File: config.mk
export PLATFORM = sky130hd
export DESIGN_NAME = trr_front
export DESIGN_NICKNAME = d
export VERILOG_FILES = /design/src/design/trr_pkg.sv /design/src/design/trr_front.sv
export SDC_FILE = /design/constraint.sdc
export NUM_CORES = 1
export LEC_CHECK = 0
export ABC_CLOCK_PERIOD_IN_PS = 4950
export BUFFER_PORTS_ARGS = -buffer_cell sky130_fd_sc_hd__buf_2
export CAP_MARGIN = 25
export CORE_AREA = 2 2 60 62
export CTS_CLUSTER_SIZE = 12
export DETAILED_ROUTE_END_ITERATION = 16
export DIE_AREA = 0 0 62 64
export GPL_TIMING_DRIVEN = 0
export PLACE_DENSITY = 0.63
export SETUP_SLACK_MARGIN = 0.1
export SYNTH_ARGS = -nofsm -noshare
export SYNTH_HDL_FRONTEND = slang
export SYNTH_SLANG_ARGS = --single-unit
File: constraint.sdc
create_clock -name i_clk -period 4.95 [get_ports i_clk]
set_clock_uncertainty 0.1 [all_clocks]
set_input_delay 0.99 -clock i_clk [delete_from_list [all_inputs] [get_ports i_clk]]
set_output_delay 0.99 -clock i_clk [all_outputs]
set_load 0.05 [all_outputs]
File: src/design/trr_pkg.sv
// Shared types, constants and helpers for the transition graph reachability block.
`timescale 1ns / 1ps

package trr_pkg;

    localparam int MAX_VALUES = 64;
    localparam int VAL_W      = 6;
    localparam int CNT_W      = 7;
    localparam int KIND_W     = 2;
    localparam int VERDICT_W  = 2;
    localparam int FIFO_DEPTH = 4;
    localparam int FIFO_AW    = $clog2(FIFO_DEPTH);

    localparam logic [KIND_W-1:0] KIND_ARC    = 2'd0;
    localparam logic [KIND_W-1:0] KIND_MARK   = 2'd1;
    localparam logic [KIND_W-1:0] KIND_FINISH = 2'd2;

    localparam logic [VERDICT_W-1:0] VERDICT_KEPT    = 2'd0;
    localparam logic [VERDICT_W-1:0] VERDICT_REMOVED = 2'd1;
    localparam logic [VERDICT_W-1:0] VERDICT_TRUE    = 2'd2;

    typedef struct packed {
        logic [KIND_W-1:0] kind;
        logic [VAL_W-1:0]  from_value;
        logic [VAL_W-1:0]  to_value;
    } t_cmd;

    typedef struct packed {
        logic [CNT_W-1:0] size;
        logic [VAL_W-1:0] start_value;
    } t_cfg;

    function automatic logic [MAX_VALUES-1:0] size_mask(input logic [CNT_W-1:0] size);
        logic [MAX_VALUES-1:0] m;
        for (int i = 0; i < MAX_VALUES; i++) begin
            m[i] = (CNT_W'(i) < size);
        end
        return m;
    endfunction

endpackage

File: src/design/trr_front.sv
// Front end: configuration registers, command accept and range filtering.
`timescale 1ns / 1ps

module trr_front (
    input  logic                       i_clk,
    input  logic                       i_rst_n,
    input  logic                       start,
    input  logic [trr_pkg::KIND_W-1:0] i_kind,
    input  logic [trr_pkg::VAL_W-1:0]  i_from_value,
    input  logic [trr_pkg::VAL_W-1:0]  i_to_value,
    input  logic                       i_cfg_we,
    input  logic                       i_cfg_index,
    input  logic [trr_pkg::CNT_W-1:0]  i_cfg_data,
    input  logic                       i_full,
    output logic                       o_push,
    output trr_pkg::t_cmd              o_cmd,
    output trr_pkg::t_cfg              o_cfg
);
    import trr_pkg::*;

    localparam logic CFG_VALUE_COUNT = 1'b0;
    localparam logic CFG_START_VALUE = 1'b1;

    logic [CNT_W-1:0] r_value_count;
    logic [VAL_W-1:0] r_start_value;
    logic [CNT_W-1:0] size;
    logic             accept;
    logic             from_ok;
    logic             to_ok;
    logic             keep;

    always_ff @(posedge i_clk) begin
        if (!i_rst_n) begin
            r_value_count <= CNT_W'(MAX_VALUES);
            r_start_value <= '0;
        end else if (i_cfg_we) begin
            case (i_cfg_index)
                CFG_VALUE_COUNT: r_value_count <= i_cfg_data;
                CFG_START_VALUE: r_start_value <= i_cfg_data[VAL_W-1:0];
                default: ;
            endcase
        end
    end

    assign size = (r_value_count > CNT_W'(MAX_VALUES)) ? CNT_W'(MAX_VALUES) : r_value_count;

    assign accept  = start && !i_full;
    assign from_ok = ({1'b0, i_from_value} < size);
    assign to_ok   = ({1'b0, i_to_value} < size);

    // Arcs and marks that fall outside the domain, self-loops and unused kinds
    // are dropped here so the back end never sees them.
    always_comb begin
        case (i_kind)
            KIND_ARC:    keep = from_ok && to_ok && (i_from_value != i_to_value);
            KIND_MARK:   keep = to_ok;
            KIND_FINISH: keep = 1'b1;
            default:     keep = 1'b0;
        endcase
    end

    assign o_push            = accept && keep;
    assign o_cmd.kind        = i_kind;
    assign o_cmd.from_value  = i_from_value;
    assign o_cmd.to_value    = i_to_value;
    assign o_cfg.size        = size;
    assign o_cfg.start_value = r_start_value;

endmodule

### After elaboration in Yosys (flattened, before gate mapping)

Index checks and enable logic that the tools add are counted.

| word-level totals | value |
|---|---|
| register bits | 13 |
| bits in latches | 0 |
| memory bits (writable) | 0 |
| bits in read-only memories | 0 |
| input bits | 27 |
| output and inout bits | 28 |
| memories | 0 |

| cells by class | value |
|---|---|
| add/subtract/negate cells | 0 |
| multipliers | 0 |
| div/mod/pow operators | 0 |
| order comparisons | 3 |
| equality and inequality tests | 3 |
| shifts and indexed selects | 0 |
| multiplexer cells | 2 |
| bitwise gates (word level) | 1 |
| reductions and logical operators | 8 |

Operator list:

| cell | number |
|---|---|
| less-than comparator 6 x 7 -> 1 bit | 2 |
| > comparator 7 bit, second input constant | 1 |
| two-way mux 7 bit | 1 |
| inequality test 6 bit | 1 |
| logical AND 1 bit | 4 |
| AND reduction 2 bit | 2 |
| case mux 1 bit (3 select lines) | 1 |
| equality test 2 x 1 -> 1 bit, second input constant | 1 |
| equality test 2 bit, second input constant | 1 |
| zero test 2 bit | 1 |
| zero test 1 bit | 1 |
| NOT 1 bit | 1 |

### Longest topological paths before layout

| logic depth | value |
|---|---|
| depth after elaboration | 7 |
| gate-level depth with buffers | 7 |

### Least setup slack after synthesis

No wires, ideal clock.

| timing | value |
|---|---|
| path type | in2out |
| start point | input port i_from_value[4] (netlist name) |
| end point | output port o_push |
| data arrival time | 2,183 ps |
| data required time | 3,860 ps |
| slack | 1,677 ps |
| stages on the path | 6 |
| path buffers | 0 |
| cells stage by stage | ha_1 -> a21o_1 -> a21oi_1 -> o21ai_0 -> o21ai_0 -> o211a_1 |

| on the way | value |
|---|---|
| longest elaborated chain between the ends | 5 |

Ends and longest elaborated chain:

| item | line | source |
|---|---|---|
| from (decl) | trr_front.sv:9 | `input logic [trr_pkg::VAL_W-1:0] i_from_value,` |
| less-than comparator 6 x 7 -> 1 bit | trr_front.sv:48 | `assign from_ok = ({1'b0, i_from_value} < size);` |
| logical AND 1 bit | trr_front.sv:55 | `KIND_ARC: keep = from_ok && to_ok && (i_from_value != i_to_value);` |
| logical AND 1 bit (*) | trr_front.sv:55 |  |
| case mux 1 bit (3 select lines) (*) | trr_front.sv:54 | `case (i_kind)` |
| logical AND 1 bit (*) | trr_front.sv:62 | `assign o_push = accept && keep;` |
| to (decl) | trr_front.sv:15 | `output logic o_push,` |

Every way passes the cells marked *; elsewhere a longest branch is shown, timed or not.

### Final worst setup path

Same ends and word-level chain as after synthesis.

==> run_results.csv <==
group,metric,value,unit
min_path,min_to,"r_start_value[1]",
layout,post-route-util,40.15,%
die,die_w,62,um
yosys,synth_top_family_by_area,"simple AND/OR/NAND/NOR gates",
die,rows,21,
clock_tree,hold_buffers,0,
grt,grt_pass1_vias,825,
route,firstDrtPassIters,4,
timing,fmax,286.0,MHz
setup_path,reg2reg_slack,4.15,ns
yosys,syn_area,974.7,sq um
setup_path,worstSetupStartpointType,"input port",
grt,grt_max_degree,11,
clock_tree,path_clk_slew,0.08,ns
outcome,run_status,"completed",
clock_tree,cts_made_buffers,3,
clock_tree,cts_resized,0,
route,post-route-drc-count,0,
setup_path,worstPathCellList,"buf_2, ha_1, a21o_1, a21oi_1, o21ai_0, o21ai_0, o211a_1, buf_2",
grt,grt_antenna_before_repair,0,
clock_tree,clock_sinks,13,
yosys,synth-seq-cells,13,
clock_tree,cts.path.max_buffers,2,
route,wirelength,2.214,mm
yosys,synth.distinct_cells,26,
layout,final_cell_mix,"buf_2 (53), buf_4 (14), dfxtp_1 (13)",
yosys,synth-compound-area-share,12.32,%
min_path,hp-start,"r_start_value[1]",
route,vias,927,
clock_tree,cts_tree,"built",
setup_path,slowest_stage,"ha_1",
placed_design,place_congestion,0.7410,
layout,drive_gt1_share,41.52,%
die,core-area,3284,sq um
yosys,muxShareOfSynthArea,7.189,%
yosys,ys.flop_type,"dfxtp_1",
setup_path,cpPeakStageDelay,0.30,ns
timing,finalSetupTns,0,ns
route,vias_per_cell,4.272,
setup_path,required,3.86,ns
timing,hold_slack,0.3672,ns
placed_design,dpl.hpwl,1.843,mm
layout,stdcell_area,1319,sq um
min_path,hold_class,"flip-flop to flip-flop",
timing,max_slew.worst_pin.slew,0.3545,ns
yosys,postSynthCellCount,115,
yosys,yosys-top-cells-area,"dfxtp_1 (27%), ha_1 (13%), buf_4 (11%)",
yosys,yosys_warnings,0,
yosys,synth_async_sr_flop_share,0,%
layout,antenna_cells,0,
pwr,vdd_ir_drop_max,0.0001135,V
yosys,synthAdderAreaFrac,12.84,%
die,die_y,64,um
yosys,synth_nets,152,
clock_tree,htree_levels,1,
yosys,synth_xor_area_share,5.392,%
timing,slew_viol_final,0,
clock_tree,cts_setup_buffers,0,
grt,grt_pass1_wl,3.484,mm
pwr,p_total,0.2757,mW
timing,period_minus_slack,3.497,ns
yosys,syn_area_per_cell,8.476,sq um
timing,finalCritPeriodShare,70.64,%
yosys,ys_seq_area_share,26.70,%
layout,nets,209,
yosys,yosys.area_share.simple,20.28,%
route,wl_per_cell,10.20,um
timing,final_hold_viol_count,0,
setup_path,end_kind,"primary output",
timing,setup_viol,0,
timing,rsz0062_at_grt,"false",
pwr,leakagePower,0.6806,nW
route,dr.first_iter.drc_count,30,
grt,track_usage,11.18,%
job,drv_cap,0,
grt,overflow,0,
clock_tree,clock_latency,0.27,ns
route,ant_nets,0,
setup_path,cp.arrival,2.41,ns
placed_design,dp_worst_setup_slack,1.459,ns
placed_design,dpl-instance-area,1292,sq um
die,floorplan.initialDensity,29.68,%
timing,relSlewSlack,76.36,%
setup_path,critical_path_class,"input port to primary output",
placed_design,dp_cells,213,
setup_path,r2r_end,"r_value_count[6]",
setup_path,critPathMaxFanout,3,
placed_design,port_buffers,52,
yosys,synth_edf_count,0,
setup_path,reg2reg_depth,2,
yosys,yosys.area.top_type,"dfxtp_1",
layout,final_cell_count_no_fill,217,
yosys,yosysTopAreaCellShare,26.70,%
timing,layout_setup_ws,1.453,ns
die,pin_count,55,
setup_path,r2r-start,"r_value_count[6]",
die,dieArea,3968,sq um
pwr,p_per_area,209.1,nW/um^2
clock_tree,clock-root-buffer,"clkbuf_4",
layout,layout_commonest_cell,"buf_2",
min_path,min_path_cells,2,
layout,area_growth,35.30,%
[final cells by class]
class,instances,area (sq um)
Inverter,6,22.52
Clock buffer,4,26.28
Timing Repair Buffer,52,260.3
Sequential cell,13,260.3
Fill cell,355,1966
Tap cell,46,57.56
Multi-Input combinational cell,77,565.5
Buffer,19,126.4
[report_power, final]
group	internal, mW	total (mW)	switching, mW	leakage [nW]
Combinational	0.0365	0.0978	0.0613	0.559
Clock	0.0312	0.0651	0.0339	0.0150
Sequential	0.110	0.113	0.00332	0.106
Total	0.177	0.276	0.0985	0.681
[worst max-delay path, delay by kind of cell]
kind | cells | cell delay (ns)
adder cells (fa/ha/maj) | 1 | 0.30
buffers and inverters | 2 | 0.38
AO/OA/AOI/OAI | 5 | 0.74
[cells in the mapped netlist, types with 6 or more instances]
cell      instances
a21boi_0          6
buf_4            14
dfxtp_1          13
ha_1             10
inv_1             6
mux2i_1           7
nand2_1           8
nand2b_1          7
nand3_1           6
nor2b_1           8
[layer usage]
layer,wire length [um],up-vias,GRT usage [%]
met3,223,0,2.429
li1,-,488,-
met2,943,45,17.06
met1,1047,394,15.89
met4,0,0,2.394
met5,0,-,0
[cell families (layout without fill, tap and decap cells)]
kind of cell / after synthesis / count (layout)
compound gates: 17 / 17
xor+xnor: 6 / 6
fa+ha+maj: 10 / 10
buf+inv: 25 / 81
flops: 13 / 13
mux: 7 / 7
simple gates: 37 / 37
[worst max path at each step]
| stage | startpoint | endpoint | slack, ns |
|---|---|---|---|
| 2_1_floorplan | i_from_value[4] | o_push | 1.68 |
| 3_3_place_gp | i_from_value[4] | o_push | 1.48 |
| 3_5_place_dp | i_from_value[4] | o_push | 1.46 |
| 4_1_cts | i_from_value[4] | o_push | 1.44 |
| 5_1_grt | i_from_value[4] | o_push | 1.32 |
| 6_report | i_from_value[4] | o_push | 1.45 |
[state kept, by name, indices dropped and copies added (netlist names)]
register	flops
r_start_value	6
r_value_count	7
Note: power is estimated with default switching activity, not from simulation.
