`config.mk`:
```
export PLATFORM = sky130hd
export DESIGN_NAME = trr_fifo
export DESIGN_NICKNAME = d
export VERILOG_FILES = /design/src/design/trr_pkg.sv /design/src/design/trr_fifo.sv
export SDC_FILE = /design/constraint.sdc
export NUM_CORES = 1
export LEC_CHECK = 0
export BUFFER_PORTS_ARGS = -buffer_cell sky130_fd_sc_hd__buf_4
export CAP_MARGIN = 25
export CELL_PAD_IN_SITES_DETAIL_PLACEMENT = 0
export CELL_PAD_IN_SITES_GLOBAL_PLACEMENT = 2
export CORE_MARGIN = 1.5
export CORE_UTILIZATION = 43
export CTS_CLUSTER_SIZE = 14
export DETAILED_ROUTE_END_ITERATION = 6
export PLACE_DENSITY = 0.84
export SYNTH_ARGS = -nofsm -noshare
export SYNTH_HDL_FRONTEND = slang
export SYNTH_SLANG_ARGS = --single-unit
export TNS_END_PERCENT = 100
```
`constraint.sdc`:
```
create_clock -name i_clk -period 2.2 [get_ports i_clk]
set_input_delay 0.11 -clock i_clk [delete_from_list [all_inputs] [get_ports i_clk]]
set_output_delay 0.11 -clock i_clk [all_outputs]
set_load 0.05 [all_outputs]
```
`src/design/trr_pkg.sv`:
```
// Shared types, constants and helpers for the transition graph reachability block.
`timescale 1ns / 1ps

package trr_pkg;

    localparam int MAX_VALUES = 64;
    localparam int VAL_W      = 6;
    localparam int CNT_W      = 7;
    localparam int KIND_W     = 2;
    localparam int VERDICT_W  = 2;
    localparam int FIFO_DEPTH = 4;
    localparam int FIFO_AW    = $clog2(FIFO_DEPTH);

    localparam logic [KIND_W-1:0] KIND_ARC    = 2'd0;
    localparam logic [KIND_W-1:0] KIND_MARK   = 2'd1;
    localparam logic [KIND_W-1:0] KIND_FINISH = 2'd2;

    localparam logic [VERDICT_W-1:0] VERDICT_KEPT    = 2'd0;
    localparam logic [VERDICT_W-1:0] VERDICT_REMOVED = 2'd1;
    localparam logic [VERDICT_W-1:0] VERDICT_TRUE    = 2'd2;

    typedef struct packed {
        logic [KIND_W-1:0] kind;
        logic [VAL_W-1:0]  from_value;
        logic [VAL_W-1:0]  to_value;
    } t_cmd;

    typedef struct packed {
        logic [CNT_W-1:0] size;
        logic [VAL_W-1:0] start_value;
    } t_cfg;

    function automatic logic [MAX_VALUES-1:0] size_mask(input logic [CNT_W-1:0] size);
        logic [MAX_VALUES-1:0] m;
        for (int i = 0; i < MAX_VALUES; i++) begin
            m[i] = (CNT_W'(i) < size);
        end
        return m;
    endfunction

endpackage

```
`src/design/trr_fifo.sv`:
```
// Short command queue between the front end and the graph engine.
`timescale 1ns / 1ps

module trr_fifo (
    input  logic          i_clk,
    input  logic          i_rst_n,
    input  logic          i_push,
    input  trr_pkg::t_cmd i_cmd,
    input  logic          i_pop,
    output trr_pkg::t_cmd o_head,
    output logic          o_empty,
    output logic          o_full
);
    import trr_pkg::*;

    t_cmd                r_slot [FIFO_DEPTH];
    logic [FIFO_AW-1:0]  r_wr_ptr;
    logic [FIFO_AW-1:0]  r_rd_ptr;
    logic [FIFO_AW:0]    r_fill;
    logic [FIFO_AW-1:0]  n_wr_ptr;
    logic [FIFO_AW-1:0]  n_rd_ptr;
    logic [FIFO_AW:0]    n_fill;

    assign o_empty = (r_fill == '0);
    assign o_full  = (r_fill == (FIFO_AW+1)'(FIFO_DEPTH));
    assign o_head  = r_slot[r_rd_ptr];

    always_comb begin
        n_wr_ptr = r_wr_ptr + (i_push ? FIFO_AW'(1) : '0);
        n_rd_ptr = r_rd_ptr + (i_pop ? FIFO_AW'(1) : '0);
        n_fill   = r_fill + (i_push ? (FIFO_AW+1)'(1) : '0) - (i_pop ? (FIFO_AW+1)'(1) : '0);
    end

    always_ff @(posedge i_clk) begin
        if (!i_rst_n) begin
            r_wr_ptr <= '0;
            r_rd_ptr <= '0;
            r_fill   <= '0;
        end else begin
            r_wr_ptr <= n_wr_ptr;
            r_rd_ptr <= n_rd_ptr;
            r_fill   <= n_fill;
        end
    end

    always_ff @(posedge i_clk) begin
        if (i_push) begin
            r_slot[r_wr_ptr] <= i_cmd;
        end
    end

endmodule

```
-- Word-level counts from Yosys, hierarchy flattened
Memories as Yosys holds them, arrays and structs flattened. A register that Yosys moved wholly into a read port is not among the register bits.
Index checks and enable logic that the tools add are counted.
- output and inout port bits: 16
- input port bits: 18
- flip-flop bits (word level): 7
- logic and storage cells: 17
- memories: 1
- RAM bits: 56
- equality and inequality tests: 1
- reduce and logical (&&, ||, !) cells: 1
- add/sub/neg operators: 4
- multiplexer cells: 7
- memory list (name ; words ; width ; rd ports ; clocked after Yosys merged registers in ; wr ports ; RTL line ; text):
    r_slot ; 4 ; 14 ; 1 ; 1 ; 1 ; trr_fifo.sv:16 ; t_cmd r_slot [FIFO_DEPTH];
- operators with widths (cell ; number):
    2-to-1 mux 1 bit ; 6
    adder 2 x 1 -> 2 bit ; 2
    adder 3 x 1 -> 3 bit ; 1
    equality test 3 bit, second input constant ; 1
    zero test 3 bit ; 1
    subtractor 3 x 1 -> 3 bit ; 1
    2-to-1 mux 2 bit ; 1

-- Logic depth before layout (Yosys ltp)
Gate-level depths: netlist of run 1.
- depth in word-level cells: 3
- depth in mapped cells: 7
- mapped depth without buffers: 7

-- Worst setup path before layout of run 1
OpenSTA, ideal clock, no wires.
- path kind: register -> register
- start: reg r_wr_ptr[1]
- end: mem r_slot[0][0] (netlist name) (enable)
- period minus slack after synthesis: 1.854 ns
- cell stages (with the launch flop): 2
- slack: 0.346 ns
- data required time: 1.794 ns
- setup time: 0.406 ns
- path buffers: 0
- arrival: 1.448 ns
- path through: dfxtp_1 > nor3b_1
- RTL lines (element ; RTL line ; text):
    from (decl) ; trr_fifo.sv:17 ; logic [FIFO_AW-1:0] r_wr_ptr;
    from (signal assigned) ; trr_fifo.sv:40 ; r_wr_ptr <= n_wr_ptr;
    to (decl) ; trr_fifo.sv:16 ;
No word-level cell before the write port.

==> impl_metrics.tcl, run 1 <==
set metrics [dict create \
    antenna_left 0 \
    fin_crit_sh_pct 84.0 \
    final_hold_viol_count 0 \
    slowest_delay_ns 0.77 \
    tightest_slew_ns 0.716 \
    cts-root-buf "clkbuf_8" \
    cp_data_required_time_ns 2.09 \
    startpoint "r_rd_ptr[1]$_SDFF_PN0_" \
    finalSetupViolCount 0 \
    yosys.area.top_type "edfxtp_1" \
    ir_worst_vdd_v 0.000553 \
    yosys_warnings 0 \
    netlist_area_sq_mm 0.00240 \
    cts_buffers 9 \
    hp-class "in -> reg" \
    worstPathMaxFanout 15 \
    synth.top_cell.area_share_pct 70.0 \
    period_minus_slack_ns 1.85 \
    cpLargestDelayFamily "flip-flops" \
    slew_headroom_pct 52.3 \
    cts_tree "done" \
    grt_pass1_vias 1229 \
    cp-start-kind "flip-flop" \
    ys_ff_latch 63 \
    routed_wl_um 3860 \
    yosysUniqueCellTypes 19 \
    cts.sinks 63 \
    arrival_ns 1.74 \
    start_util_pct 44.2 \
    syn2layout_area_growth_pct 31.1 \
    cts.path.max_buffers 2 \
    dieArea_sq_mm 0.00605 \
    powerDensity_mw_per_mm2 1040 \
    antenna_cells 0 \
    fp-row-count 27 \
    die_y_um 77.8 \
    grt.total_usage_pct 14.1 \
    port_buffers 33 \
    chipWidth_um 77.8 \
    synthesis.instances 107 \
    ios 34 \
    drc 0 \
    critical_path.slowest_cell "dfxtp_1" \
    finalMaxSlewViolations 0 \
    whs_ns 0.0292 \
    utilization_pct 57.9 \
    final_net_count 189 \
    grt_overflow 0 \
    cts_setup_buffers 0 \
    crit_end "o_head[13]" \
    worstPathCellList "mux4_1 -> buf_4" \
    synthTopCellsByArea "edfxtp_1 70%, mux4_2 9.4%, dfxtp_1 5.8%, mux4_1 4.4%, ha_1 2.1%" \
    route.vias.total 1181 \
    clk_pin_slew_worst_paths_ns 0.07 \
    reg2reg_setup_slack_ns 0.51 \
    grt_start_max_net_pins 16 \
    cp_num_cells 2 \
    avgSynthCellArea_sq_um 22.5 \
    timing.rr.start "r_fill[0]$_SDFF_PN0_" \
    crit_buf_inv 1 \
    yosysSeqAreaShare_pct 75.8 \
    status "finished clean" \
    clkLatencyLatePin_ns 0.33 \
    rsz0062_at_grt "false" \
    fmax_mhz 541 \
    r2r-end "r_fill[2]$_SDFF_PN0_" \
    drtIter0Drc 67 \
    cts_max_level 3 \
    leakagePower_nw 1.17 \
    gp_congestion 0.645 \
    end_kind "output port" \
    dp_hpwl_um 2530 \
    drt-vias-per-instance 4.86 \
    finClkSkew_ns 0.00900 \
    wl_per_cell_um 15.9 \
    first_pass_iters 4 \
    critPathKind "reg -> out" \
    syn_nets 130 \
    reg2regPathDepth 7 \
    core_area_sq_mm 0.00544 \
    antenna_found_initial 0 \
    maxCapViolCount 0 \
    grt_pass1_wl_um 6210 \
    drive_gt1_share_pct 38.0 \
    setup_tns_ns 0 \
]
==> power by group <==
| part | internal [mW] | leakage, nW | switching, mW |
|---|---|---|---|
| clock | 0.870 | 0.130 | 0.433 |
| combinational | 0.229 | 0.464 | 0.318 |
| sequential | 1.38 | 0.572 | 0.0366 |
| total | 2.47 | 1.17 | 0.788 |
==> flip-flops by register name, indices dropped and copies added, names as in the netlist <==
| signal | cells |
|---|---|
| r_slot | 56 |
| r_rd_ptr | 2 |
| r_wr_ptr | 2 |
| r_fill | 3 |
==> metal layers <==
metal / track usage (%) / wire (um) / vias to the layer above
li1: - / - / 548
met1: 17.4 / 1710 / 592
met2: 22.9 / 1920 / 32
met3: 4.00 / 160 / 9
met4: 6.55 / 74 / 0
met5: 0 / 0 / -
==> layout make-up <==
cell class                      count  area (sq um)
Fill cell                         405          2290
Tap cell                           72          90.1
Inverter                            4          15.0
Timing Repair Buffer               52           425
Sequential cell                    63          1820
Clock inverter                      7           145
Clock buffer                        9           124
Multi-Input combinational cell     36           531
==> cell usage after synthesis <==
master	count
and2_1	7
and3_1	2
and3b_1	1
buf_12	1
buf_2	2
buf_6	1
dfxtp_1	7
edfxtp_1	56
fa_1	1
ha_1	4
inv_1	4
mux4_1	4
mux4_2	10
nand2_1	1
nor2_1	1
nor3_1	1
nor3b_1	1
xnor3_1	1
xor2_1	2
==> repair_timing <==
action,CTS,global route
endpoints found under the setup margin,0,0
hold buffers,14,0
hold endpoints to repair,56,0
gates resized for setup,0,0
==> cell families after synthesis <==
kind of cell	after synthesis	share of synthesized area, %
XOR/XNOR	3	1.67
flip-flops	63	75.8
adder cells (fa/ha/maj)	5	2.92
buffers and inverters	8	2.34
multiplexers	14	13.7
AND/OR/NAND/NOR	14	3.54
==> stage by stage <==
stage	area [sq um]	setup slack, ns	cells	power [mW]
2_1_floorplan	2400	0.346	107	1.81
3_5_place_dp	2740	0.513	213	1.97
5_1_grt	3150	0.256	243	3.37
6_report	3150	0.352	243	3.26
3_3_place_gp	2740	0.593	213	1.95
4_1_cts	3150	0.288	243	3.29
==> how the worst min path moves through the flow <==
| stage | slack [ns] | end | depth (start not counted) | from |
|---|---|---|---|---|
| final | 0.03 | r_wr_ptr[1]$_SDFF_PN0_ | 2 | i_rst_n |
| after global routing | 0.03 | r_fill[1]$_SDFF_PN0_ | 2 | i_rst_n |
| after CTS | 0.02 | r_fill[1]$_SDFF_PN0_ | 2 | i_rst_n |
| after detailed placement | 0.32 | r_slot[3][10]$_DFFE_PP_ | 1 | i_cmd[10] |
| after global placement | 0.31 | r_slot[2][12]$_DFFE_PP_ | 1 | i_cmd[12] |
| after floorplan | 0.21 | r_slot[0][0]$_DFFE_PP_ | 0 | i_cmd[0] |
==> cell usage in the layout (no fill, tap or decap) <==
cell / n
edfxtp_1: 56
buf_4: 38
dlygate4sd3_1: 14
mux4_2: 10
clkbuf_8: 9
and2_1: 7
dfxtp_1: 7
mux4_1: 4
inv_1: 4
ha_1: 4
bufinv_16: 4
and3_1: 2
xor2_1: 2
clkinv_4: 2
nor3b_2: 1
nor3_1: 1
nand2_1: 1
nor2_1: 1
and3b_1: 1
xnor3_1: 1
fa_1: 1
clkinvlp_4: 1
Note: power is estimated with default switching activity, not from simulation.
==> inputs of run 2 (changes only) <==
==> constraint.sdc (replaced) <==
create_clock -name i_clk -period 1.9 [get_ports i_clk]
set_input_delay 0.095 -clock i_clk [delete_from_list [all_inputs] [get_ports i_clk]]
set_output_delay 0.095 -clock i_clk [all_outputs]
set_load 0.05 [all_outputs]
==> run 2 against run 1 <==
Against the previous run:
- global-route usage up 0.64 points
- final cell count stayed put
- combinational power increased by 16%
- count of clock-buffer cells in the layout is 3 higher
- die area unchanged
- cell area decreased by 3.4%
- critical path type unchanged
- largest cell class unchanged
==> impl_metrics.tcl, run 2 (synthesized netlist as in run 1, its figures left out) <==
set metrics [dict create \
    nFillCells 421 \
    critPathKind "reg -> out" \
    arrival_ns 1.70 \
    slowest_delay_ns 0.51 \
    antenna_found_initial 0 \
    ios 34 \
    first_pass_iters 4 \
    cts_setup_buffers 0 \
    finClkSkew_ns 0.00784 \
    grt_use_met1_pct 18.6 \
    routed_wl_um 3970 \
    core_area_sq_mm 0.00544 \
    maxCapViolCount 0 \
    cts.path.max_buffers 2 \
    p_total_mw 3.16 \
    cp_data_required_time_ns 1.80 \
    cts.sinks 63 \
    grt_overflow 0 \
    largest_reg_flops 56 \
    final_hold_viol_count 0 \
    fp-row-count 27 \
    finalMaxSlewViolations 0 \
    cts_buffers 9 \
    drt-vias-per-instance 4.82 \
    chipWidth_um 77.8 \
    final_net_count 191 \
    grt_start_max_net_pins 15 \
    grt-busiest-layer "met2" \
    worstPathCellList "buf_4 -> mux4_2 -> buf_4" \
    clk_pin_slew_worst_paths_ns 0.06 \
    slew_headroom_pct 68.3 \
    clkLatencyLatePin_ns 0.32 \
    antenna_left 0 \
    finalSetupViolCount 0 \
    gp_congestion 0.687 \
    grt_pass1_vias 1253 \
    regMostFlops "r_slot" \
    rsz0062_at_grt "false" \
    whs_ns 0.0207 \
    cts_max_level 3 \
    worstPathMaxFanout 8 \
    leakagePower_nw 1.12 \
    holdPathStages 2 \
    reg_top3 "r_slot (56), r_fill (3)" \
    die_y_um 77.8 \
    drtIter0Drc 85 \
    powerDensity_mw_per_mm2 1040 \
    dp_hpwl_um 2510 \
    cp-start-kind "flip-flop" \
    design_area_sq_mm 0.00304 \
    placed_cell_area_sq_mm 0.00276 \
    cp_common_cell "buf_4" \
    status "finished clean" \
    syn2layout_area_growth_pct 26.7 \
    antenna_cells 0 \
    critical_path.slowest_cell "mux4_2" \
    grt.total_usage_pct 14.7 \
    layout_commonest_cell "edfxtp_1" \
    drc 0 \
    dieArea_sq_mm 0.00605 \
    setup_tns_ns 0 \
    start_util_pct 44.2 \
    end_kind "output port" \
    route.vias.total 1171 \
    ir_worst_vdd_v 0.000708 \
    cts_tree "done" \
    hp-class "in -> reg" \
    layout_common_cells "56 x edfxtp_1, 40 x buf_4, 14 x dlygate4sd3_1" \
    met2_usage_pct 22.3 \
    drive_gt1_share_pct 36.8 \
    tightest_slew_ns 0.474 \
    cts-root-buf "clkbuf_8" \
    wl_per_cell_um 16.3 \
    reg2regPathDepth 7 \
    gr-usage-met3_pct 5.18 \
    fmax_mhz 556 \
    grt_pass1_wl_um 6310 \
    period_minus_slack_ns 1.80 \
    port_buffers 33 \
    fin_crit_sh_pct 94.7 \
]
[run 2: worst paths after layout]
kind                            end  slack, ns                    from
max reg2reg    r_fill[2]$_SDFF_PN0_       0.22    r_fill[0]$_SDFF_PN0_
min reg2reg  r_rd_ptr[1]$_SDFF_PN0_       0.60  r_rd_ptr[1]$_SDFF_PN0_
min          r_wr_ptr[0]$_SDFF_PN0_       0.02                 i_rst_n
max                       o_head[7]       0.10  r_rd_ptr[0]$_SDFF_PN0_
[run 2: worst max-delay path: cells and delay by family, from the launching register on]
family   cells  cell delay [ns]
mux          1             0.51
buf+inv      2             0.41
flops        1             0.45
[run 2: metrics by stage]
step	instances	util, %	worst slack (ns)
final	243	56.0	0.101
after global routing	243	56.0	0.0112
after CTS	243	56.0	0.0620
after detailed placement	215	50.7	0.207
after global placement	215	50.7	0.278
after floorplan	107	-	0.0456
[run 2: repair_timing]
action	CTS	global route
resized for setup	1	0
hold endpoints to repair	56	0
hold buffers	14	0
setup endpoints to repair	9	0
[run 2: final cells by class]
| type | instances | area [sq um] | area share [%] |
|---|---|---|---|
| Clock inverter | 2 | 10.0 | 0.329 |
| Tap cell | 72 | 90.1 | 2.96 |
| Sequential cell | 63 | 1820 | 59.9 |
| Inverter | 4 | 15.0 | 0.493 |
| Clock buffer | 12 | 135 | 4.44 |
| Timing Repair Buffer | 54 | 440 | 14.5 |
| Multi-Input combinational cell | 36 | 531 | 17.4 |
[run 2: where the power goes]
part	internal, mW	switching (mW)	total (mW)	leakage [nW]
Clock	0.455	0.443	0.898	0.0761
Sequential	1.59	0.0392	1.63	0.573
Combinational	0.265	0.368	0.634	0.475
[run 2: metal layers]
layer | vias up | share of wire, %
met4 | 0 | 1.6
met1 | 583 | 44
met5 | - | 0
met2 | 29 | 50
met3 | 6 | 4.8
li1 | 553 | -
==> inputs of run 3 (changes only) <==
--- a/config.mk
+++ b/config.mk
@@ -10,10 +10,11 @@
 export CELL_PAD_IN_SITES_DETAIL_PLACEMENT = 0
 export CELL_PAD_IN_SITES_GLOBAL_PLACEMENT = 2
 export CORE_MARGIN = 1.5
-export CORE_UTILIZATION = 43
+export CORE_UTILIZATION = 45
+export CTS_BUF_LIST = sky130_fd_sc_hd__clkbuf_4 sky130_fd_sc_hd__clkbuf_8
 export CTS_CLUSTER_SIZE = 14
 export DETAILED_ROUTE_END_ITERATION = 6
-export PLACE_DENSITY = 0.84
+export PLACE_DENSITY = 0.87
 export SYNTH_ARGS = -nofsm -noshare
 export SYNTH_HDL_FRONTEND = slang
 export SYNTH_SLANG_ARGS = --single-unit
==> constraint.sdc (replaced) <==
create_clock -name i_clk -period 1.9 [get_ports i_clk]
set_input_delay 0.19 -clock i_clk [delete_from_list [all_inputs] [get_ports i_clk]]
set_output_delay 0.19 -clock i_clk [all_outputs]
set_load 0.05 [all_outputs]
==> run 3 against run 2 <==
Against the previous run:
- sequential share of layout area up 0.92 points
- global-route usage fell by 0.30 points
- die area decreased by 4.3%
- fmax shrank 0.76%
- first-iteration DRC count fell by 1.2%
==> impl_metrics.tcl, run 3 (synthesized netlist as in run 1, its figures left out) <==
set metrics [dict create \
    regMostFlops "r_slot" \
    chipWidth_um 76.1 \
    antenna_found_initial 0 \
    setup_tns_ns 0 \
    layout_common_cells "56 x edfxtp_1, 38 x buf_4, 10 x mux4_2" \
    drive_gt1_share_pct 41.5 \
    fin_crit_sh_pct 95.4 \
    routed_wl_um 3800 \
    final_net_count 177 \
    die_y_um 76.1 \
    syn2layout_area_growth_pct 24.7 \
    slew_headroom_pct 85.0 \
    top_layer_used "met4" \
    layout_commonest_cell "edfxtp_1" \
    drtIter0Drc 84 \
    route.vias.total 1131 \
    ir_worst_vdd_v 0.00104 \
    drc 0 \
    cts.sinks 63 \
    cpLargestDelayFamily "multiplexers" \
    powerDensity_mw_per_mm2 1160 \
    reg_top3 "r_slot (56), r_fill (3)" \
    rsz0062_at_grt "false" \
    p_total_mw 3.49 \
    grt.total_usage_pct 14.4 \
    dp_hpwl_um 2300 \
    cts_tree "done" \
    antenna_left 0 \
    finalMaxSlewViolations 0 \
    ios 34 \
    hp-class "in -> reg" \
    core_area_sq_mm 0.00514 \
    utilization_pct 58.3 \
    period_minus_slack_ns 1.81 \
    dp_cells 212 \
    cp_data_required_time_ns 1.71 \
    crit_buf_inv 2 \
    grt_pass1_vias 1223 \
    antenna_cells 0 \
    maxCapViolCount 0 \
    fp-row-count 26 \
    grt_start_max_net_pins 15 \
    arrival_ns 1.62 \
    gp_congestion 0.630 \
    cts_buffers 9 \
    end_kind "output port" \
    tightest_slew_ns 0.226 \
    drt-vias-per-instance 4.94 \
    grt_pass1_wl_um 6020 \
    dieArea_sq_mm 0.00579 \
    cts.path.max_buffers 2 \
    slowest_delay_ns 0.55 \
    worstPathCellList "buf_12 -> mux4_1 -> buf_4" \
    largest_reg_flops 56 \
    fmax_mhz 552 \
    cp-start-kind "flip-flop" \
    critical_path.slowest_cell "mux4_1" \
    wl_per_cell_um 16.6 \
    start_util_pct 46.8 \
    clk_pin_slew_worst_paths_ns 0.06 \
    critPathKind "reg -> out" \
    nFillCells 389 \
    clkLatencyLatePin_ns 0.33 \
    worstPathMaxFanout 7 \
    wl_met1_um 1640 \
    met3_wirelength_um 174 \
    finalSetupViolCount 0 \
    final_hold_viol_count 0 \
    status "finished clean" \
    wl_met2_um 1910 \
    cts-root-buf "clkbuf_8" \
    grt_overflow 0 \
    cts_max_level 3 \
    layoutNonFillerInstCount 229 \
    port_buffers 33 \
    finClkSkew_ns 0.00437 \
    first_pass_iters 4 \
    leakagePower_nw 1.11 \
]
==> run 3: cell types whose count changed in the layout (fill, tap and decap cells not counted), sizes merged <==
cell         previous run  this run
dlygate4sd3            14         0
bufinv                  0         2
buf                    40        39
clkinv                  2         3
==> run 3: power breakdown <==
group / internal (mW) / switching (mW)
combinational: 0.261 / 0.373
sequential: 1.59 / 0.0349
clock: 0.757 / 0.469
total: 2.61 / 0.877
==> run 3: area by class of cell <==
cell class / count / area, sq um / share of cell area [%]
timing repair buffer: 40 / 330 / 11.0
multi-input combinational: 36 / 531 / 17.7
inverter: 4 / 15.0 / 0.501
clock inverter: 5 / 72.6 / 2.42
clock buffer: 11 / 139 / 4.63
sequential: 63 / 1820 / 60.8
tap: 70 / 87.6 / 2.92
==> run 3: metal layers <==
layer / track usage [%] / up-vias
li1: - / 524
met1: 17.2 / 569
met2: 23.2 / 30
met3: 5.15 / 8
met4: 7.78 / 0
met5: 0 / -
==> run 3: final timing paths <==
path,startpoint,to,slack [ns],depth (start not counted)
min,i_cmd[6],r_slot[3][6]$_DFFE_PP_,0.06,1
min reg2reg,r_rd_ptr[1]$_SDFF_PN0_,r_rd_ptr[1]$_SDFF_PN0_,0.62,2
max,r_rd_ptr[0]$_SDFF_PN0_,o_head[11],0.09,3
max reg2reg,r_fill[0]$_SDFF_PN0_,r_fill[2]$_SDFF_PN0_,0.22,7
==> run 3: per-stage QoR <==
stage	cell area, sq um	setup slack, ns	hold WS, ns
after floorplan	2400	0.0456	0.289
after global placement	2760	0.290	0.389
after detailed placement	2760	0.208	0.396
after CTS	2970	0.0209	0.0400
after global routing	3000	0.0242	0.0439
final	3000	0.0876	0.0566
==> run 3: what timing repair did <==
item                                   CTS  global route
endpoints found under the hold margin    0             0
buffers inserted                         0             0
resized for setup                        0             1
hold buffers                             0             0
setup endpoints to repair                0             4
